[src/hw/rtl/mi3_pkg.sv]
// Shared types, constants and cofactor index tables for the 3x3 inverse.
// No dependencies.
`default_nettype none
package mi3_pkg;

	typedef logic signed [31:0] elem_t;

	// remainder / numerator width, enough for FRAC_BITS up to 31
	localparam int ACC_W     = 128;
	localparam int FRONT_STG = 5;
	localparam int DIV_STG   = 33;
	localparam int NUM_STG   = FRONT_STG + DIV_STG + 1;

	// adj[i] = a[A]*a[B] - a[C]*a[D], elements indexed row*3+col
	localparam int CF_A [9] = '{4, 2, 1, 5, 0, 2, 3, 1, 0};
	localparam int CF_B [9] = '{8, 7, 5, 6, 8, 3, 7, 6, 4};
	localparam int CF_C [9] = '{5, 1, 2, 3, 2, 0, 4, 0, 1};
	localparam int CF_D [9] = '{7, 8, 4, 8, 6, 5, 6, 7, 3};

	// per-item determinant info that travels beside the divider lanes
	typedef struct packed {
		logic               dzero;
		logic signed [31:0] dval;
		logic               dsat;
	} side_t;

endpackage
`default_nettype wire

[src/hw/rtl/mi3_merge.sv]
// Merge stage: signs, saturation and flags of all lanes into the output register.
// Depends on mi3_pkg.
`default_nettype none
module mi3_merge (
	input  wire logic           clk,
	input  wire logic           ld,
	input  wire logic [32:0]    q_mag [9],
	input  wire logic           q_neg [9],
	input  wire mi3_pkg::side_t side,
	output mi3_pkg::elem_t      b [9],
	output logic signed [31:0]  det_value,
	output logic                singular,
	output logic                saturated
);

	mi3_pkg::elem_t val [9];
	logic [8:0]     sat;

	// clamp each lane's signed quotient
	always_comb begin
		for (int i = 0; i < 9; i++) begin
			if (q_neg[i]) begin
				sat[i] = q_mag[i][32] || (q_mag[i][31] && q_mag[i][30:0] != '0);
				val[i] = sat[i] ? 32'sh8000_0000 : -$signed(q_mag[i][31:0]);
			end else begin
				sat[i] = q_mag[i][32] || q_mag[i][31];
				val[i] = sat[i] ? 32'sh7fff_ffff : $signed(q_mag[i][31:0]);
			end
		end
	end

	always_ff @(posedge clk) begin
		if (ld) begin
			for (int i = 0; i < 9; i++) b[i] <= side.dzero ? '0 : val[i];
			det_value <= side.dzero ? '0 : side.dval;
			singular  <= side.dzero;
			saturated <= !side.dzero && ((|sat) || side.dsat);
		end
	end

endmodule
`default_nettype wire

[config.mk]
export PLATFORM = sky130hd
export DESIGN_NAME = mi3_merge
export DESIGN_NICKNAME = d
export VERILOG_FILES = /design/src/hw/rtl/mi3_pkg.sv /design/src/hw/rtl/mi3_merge.sv
export SDC_FILE = /design/constraint.sdc
export NUM_CORES = 1
export LEC_CHECK = 0
export ABC_CLOCK_PERIOD_IN_PS = 2790
export BUFFER_PORTS_ARGS = -buffer_cell sky130_fd_sc_hd__buf_2
export CAP_MARGIN = 15
export CORE_ASPECT_RATIO = 0.7
export CORE_UTILIZATION = 29
export DETAILED_ROUTE_END_ITERATION = 6
export GPL_ROUTABILITY_DRIVEN = 0
export PLACE_DENSITY_LB_ADDON = 0.25
export SYNTH_ARGS = -nofsm -noshare
export SYNTH_HDL_FRONTEND = slang
export SYNTH_SLANG_ARGS = --single-unit
export TNS_END_PERCENT = 20
[constraint.sdc]
create_clock -name clk -period 2.79 [get_ports clk]
set_input_delay 0.558 -clock clk [delete_from_list [all_inputs] [get_ports clk]]
set_output_delay 0.558 -clock clk [all_outputs]
set_load 0.02 [all_outputs]
==> results of run 1 <==
## how the worst max path moves through the flow
stage               start         to  cells past startpoint
5_1_grt        q_mag[199]  saturated                     11
2_1_floorplan  q_mag[165]     b[188]                      8
3_3_place_gp   q_mag[199]  saturated                     11
3_5_place_dp   q_mag[199]  saturated                     11
6_report        q_mag[86]      b[93]                      7
4_1_cts        q_mag[199]  saturated                     11
## sequential cells by signal, indices dropped and copies added (netlist names)
register and cells:
b 288, det_value 32, saturated 1, singular 1
## cells by family after synthesis
group	after synthesis	synth area share
simple gates	968	0.255
xor+xnor	47	0.0200
buf+inv	199	0.0379
compound gates	670	0.210
mux	5	0.00249
flops	322	0.470
fa+ha+maj	9	0.00547
## cell type report
cell class	count	area (um^2)	share of cell area
antenna	13	32.5	0.00112
clock buffer	43	991	0.0340
clock inverter	22	302	0.0104
inverter	55	206	0.00709
multi-input combinational	1699	10200	0.350
sequential	322	9670	0.332
tap	954	1190	0.0410
timing repair buffer	1070	6520	0.224
## per-stage QoR
step / hold WS (ns) / power (uW) / setup WS, ns / cells / TNS, ns
after detailed placement: 0.854 / 9220 / -0.547 / 4100 / -29.76
final: 0.291 / 14500 / 0.113 / 4178 / 0
after floorplan: 0.657 / 7500 / -0.0200 / 2220 / -0.0567
after CTS: 0.238 / 14700 / 0.0625 / 4165 / 0
after global placement: 0.846 / 9190 / -0.662 / 4100 / -25.79
after global routing: 0.265 / 15100 / 0.00594 / 4171 / 0
## cell usage after synthesis (all sizes together) (50+ instances only)
cell type / instances
nor4: 75
a21oi: 165
nor2: 249
o21ai: 145
or3: 89
nand2: 147
inv: 51
nor3: 105
a31oi: 121
edfxtp: 322
clkbuf: 121
nand3: 50
## report_power, final
part / total [uW] / switching [uW] / leakage (uW) / internal (uW)
clock: 5390 / 2180 / 0.000629 / 3210
sequential: 5970 / 147 / 0.00311 / 5820
combinational: 3170 / 2020 / 0.00747 / 1150
## routing by layer
metal	wire, um	part of all wire	vias to the layer above	GRT usage
met1	38300	0.44	11008	0.323
met2	39300	0.45	1111	0.360
li1	-	-	10658	-
met4	1990	0.023	12	0.0614
met5	80	0.00092	-	0
met3	7680	0.088	126	0.0510
==> key figures, run 1 <==
Status
  • Status: complete, no violations

Routing
  • Post-route ant nets: 0
  • Starting DRC count in detailed routing: 2,014
  • Post-route DRC violation count: 0
  • Routed Wire Length: 87,400 um
  • Vias per inst: 5.48
  • Routed vias: 22,915
  • Wire length per cell: 20.9 um
  • Router iterations before antenna repair: 5

Critical path
  • Cell family with most CP delay: simple AND/OR/NAND/NOR gates
  • Setup CP Type: in2reg
  • Worst path max stage delay: 0.71 ns
  • Crit path DAT: 2.99 ns
  • Crit-path cells: buf_2 > or4_1 > or4b_4 > nor4_2 > nor3b_1 > nor3_1 > o31a_1
  • WP buf/inv: 1
  • CP Max Fanout: 4
  • CP Data Required Time: 3.11 ns
  • Crit path capture type: register
  • Critical Path Source Type: primary input
  • CP max-delay cell: or4_1

Timing
  • Min cycle time layout: 2.68 ns
  • Tcrit/Tclk final: 0.959
  • Worst-Margin Slew: 1.21 ns
  • Pins Over Slew Limit: 0
  • Final setup viols: 0
  • Final hold vios: 0
  • Max Fclk: 374 MHz
  • RSZ-0062 raised after global routing: no
  • Relative slew slack: 0.191

Floorplanning
  • Row count: 81
  • Die height: 225 um
  • Chip width: 321 um
  • Die Area: 0.0721 mm^2
  • Starting density of the core: 0.294
  • I/O Pins: 664
  • CORE AREA: 0.0700 mm^2

Logic synthesis
  • Post-Syn Area: 0.0206 mm^2
  • EDFF count, synth: 322
  • Synth Instances: 2,220
  • Post-synthesis sequential area ratio: 0.470
  • Distinct cells, synth: 80
  • Net Count, Synth: 2,571
  • Share of synthesized flip-flops with an asynchronous set or reset: 0
  • Main synth FF type: edfxtp_1
  • Area contributors post-synth: edfxtp_1 47%, nor2_1 4.5%, a21oi_1 4.0%
  • Synth top area share: 0.470
  • Yosys reg bits: 322
  • Yosys top cell by area: edfxtp_1
  • Avg Inst Size Synth: 9.28 um^2
  • Ys Warns: 0

Global route
  • Total Routing Usage GR: 0.231
  • Initial antenna violation count: 19
  • Remaining global-route overflow: 0
  • Vias in the first global route: 21,239
  • First-pass GRT wire length: 130,000 um
  • Pin count of the biggest net entering global routing: 68

Finish
  • Final nets: 3,538
  • Area Overhead vs Synth: 41.4%
  • Most common cell after layout, fill and taps aside: buf_2
  • Most frequent cells in the layout: 661 x buf_2, 397 x buf_4, 322 x edfxtp_1
  • Fillers: 6,934
  • Share of cells above drive strength 1: 0.377
  • Finished Cell Area: 0.0291 mm^2
  • Final Core Density: 0.416

Pwr
  • Max VDD drop: 0.000419 V
  • Power Density: 499 mW/mm^2
  • Leak pwr: 0.0112 uW

Hold path
  • Hold path cells: 2
  • Min-Delay Endpoint: det_value[27]
  • Worst hold path startpoint: side[28]
  • Worst Hold Class: in2reg

Flow run
  • Max_cap viols: 0

Clocking
  • CTS Buf Count: 39
  • Clock sinks: 322
  • Clk root buf: clkbuf_16
  • Clk slew on worst S/H paths: 0.06 ns
  • CTS tree: built
  • Post-CTS setup buffer count: 0
  • CTS max path bufs: 3
  • Hold buffers post-CTS: 0
  • CTS resizes: 0
  • # H-tree levels: 2

Place
  • # port buffers: 663
  • Placed Area: 0.0278 mm^2
  • HPWL after detailed placement: 67,100 um
(Power assumes the default switching activity.)
==> inputs of run 2 (changes only) <==
- CELL_PAD_IN_SITES_DETAIL_PLACEMENT: default -> 0
- CELL_PAD_IN_SITES_GLOBAL_PLACEMENT: default -> 1
==> key figures, run 2 (synthesized netlist as in run 1, its figures left out) <==
Floorplanning
  • Starting density of the core: 0.294
  • Row count: 81
  • Die height: 225 um
  • Die Area: 0.0721 mm^2
  • I/O Pins: 664
  • Chip width: 321 um
  • CORE AREA: 0.0700 mm^2

Critical path
  • Crit path capture type: register
  • Setup CP Type: in2reg
  • Critical Path Source Type: primary input
  • CP Data Required Time: 3.10 ns
  • CP Max Fanout: 4
  • Crit path DAT: 3.02 ns

Global route
  • Remaining global-route overflow: 0
  • Total Routing Usage GR: 0.243
  • Pin count of the biggest net entering global routing: 96
  • Initial antenna violation count: 25
  • Vias in the first global route: 21,714
  • First-pass GRT wire length: 135,000 um

Place
  • # port buffers: 663
  • HPWL after detailed placement: 71,000 um

Routing
  • Starting DRC count in detailed routing: 2,105
  • Wire length per cell: 21.9 um
  • Post-route DRC violation count: 0
  • Routed Wire Length: 91,800 um
  • Router iterations before antenna repair: 6
  • Routed vias: 22,981
  • Post-route ant nets: 0
  • Vias per inst: 5.48

Clocking
  • Clk slew on worst S/H paths: 0.06 ns
  • Hold buffers post-CTS: 0
  • CTS Buf Count: 40
  • Clk root buf: clkbuf_16
  • # H-tree levels: 2
  • Clock sinks: 322
  • CTS max path bufs: 3
  • CTS tree: built

Finish
  • Area Overhead vs Synth: 41.8%
  • Largest regs: b: 288 flops, det_value: 32 flops
  • Final nets: 3,548
  • Max reg flops: 288
  • Share of cells above drive strength 1: 0.377
  • Largest Register: b
  • Most frequent cells in the layout: 661 x buf_2, 404 x buf_4, 322 x edfxtp_1
  • Final Core Density: 0.417
  • Most common cell after layout, fill and taps aside: buf_2

Timing
  • Final setup viols: 0
  • Pins Over Slew Limit: 0
  • Max Fclk: 370 MHz
  • Min cycle time layout: 2.71 ns
  • Setup tns final: 0 ns
  • Hold_ws: 0.284 ns
  • Worst-Margin Slew: 0.891 ns
  • Final hold vios: 0
  • RSZ-0062 raised after global routing: no
  • Tcrit/Tclk final: 0.970
  • Relative slew slack: 0.404

Pwr
  • Max VDD drop: 0.000304 V
  • Leak pwr: 0.0113 uW
  • Power Density: 494 mW/mm^2

Hold path
  • Worst Hold Class: in2reg

Flow run
  • Max_cap viols: 0

Status
  • Status: complete, no violations
## run 2: final timing paths
path                   from             to  cells after the start
setup / recovery  q_mag[86]          b[93]                      8
hold / removal     side[28]  det_value[27]                      2
## run 2: timing repair
| action | CTS | global route |
|---|---|---|
| endpoints found under the setup margin | 0 | 2 |
| resized for setup | 0 | 3 |
| buffers inserted | 0 | 0 |
## run 2: layout make-up
| type | count | area, um^2 |
|---|---|---|
| fill | 7026 | 40800 |
| multi-input combinational | 1699 | 10200 |
| sequential | 322 | 9670 |
| timing repair buffer | 1079 | 6610 |
| tap | 954 | 1190 |
| clock buffer | 49 | 1060 |
| inverter | 55 | 206 |
| clock inverter | 21 | 201 |
| antenna | 17 | 42.5 |
## run 2: power breakdown
group | total, uW | leakage, uW | internal, uW | switching (uW)
Combinational | 3210 | 0.00753 | 1150 | 2060
Clock | 5250 | 0.000616 | 3050 | 2200
Sequential | 5950 | 0.00311 | 5820 | 132
## run 2: worst max-delay path: stages
cell	delay (ns)
buf_2	0.11
or4_1	0.66
buf_4	0.22
or4b_4	0.52
nor4_4	0.30
nor3b_1	0.27
nor3_1	0.08
o31a_1	0.29
## run 2: routing by layer
metal	vias to the layer above	global-route usage	part of all wire
met5	-	0	0.0011
met1	11109	0.332	0.43
met4	14	0.0699	0.025
li1	10680	-	-
met2	1044	0.388	0.46
met3	134	0.0504	0.084
## run 2: metrics by stage
| step | area [um^2] | worst slack [ns] | total power (uW) | cells |
|---|---|---|---|---|
| after detailed placement | 27900 | -0.614 | 9250 | 4109 |
| after floorplan | 20600 | -0.0200 | 7500 | 2220 |
| after CTS | 29100 | 0.0214 | 14600 | 4179 |
| after global routing | 29200 | 0.0149 | 15000 | 4189 |
| final | 29200 | 0.0849 | 14400 | 4196 |
| after global placement | 27900 | -0.662 | 9220 | 4109 |
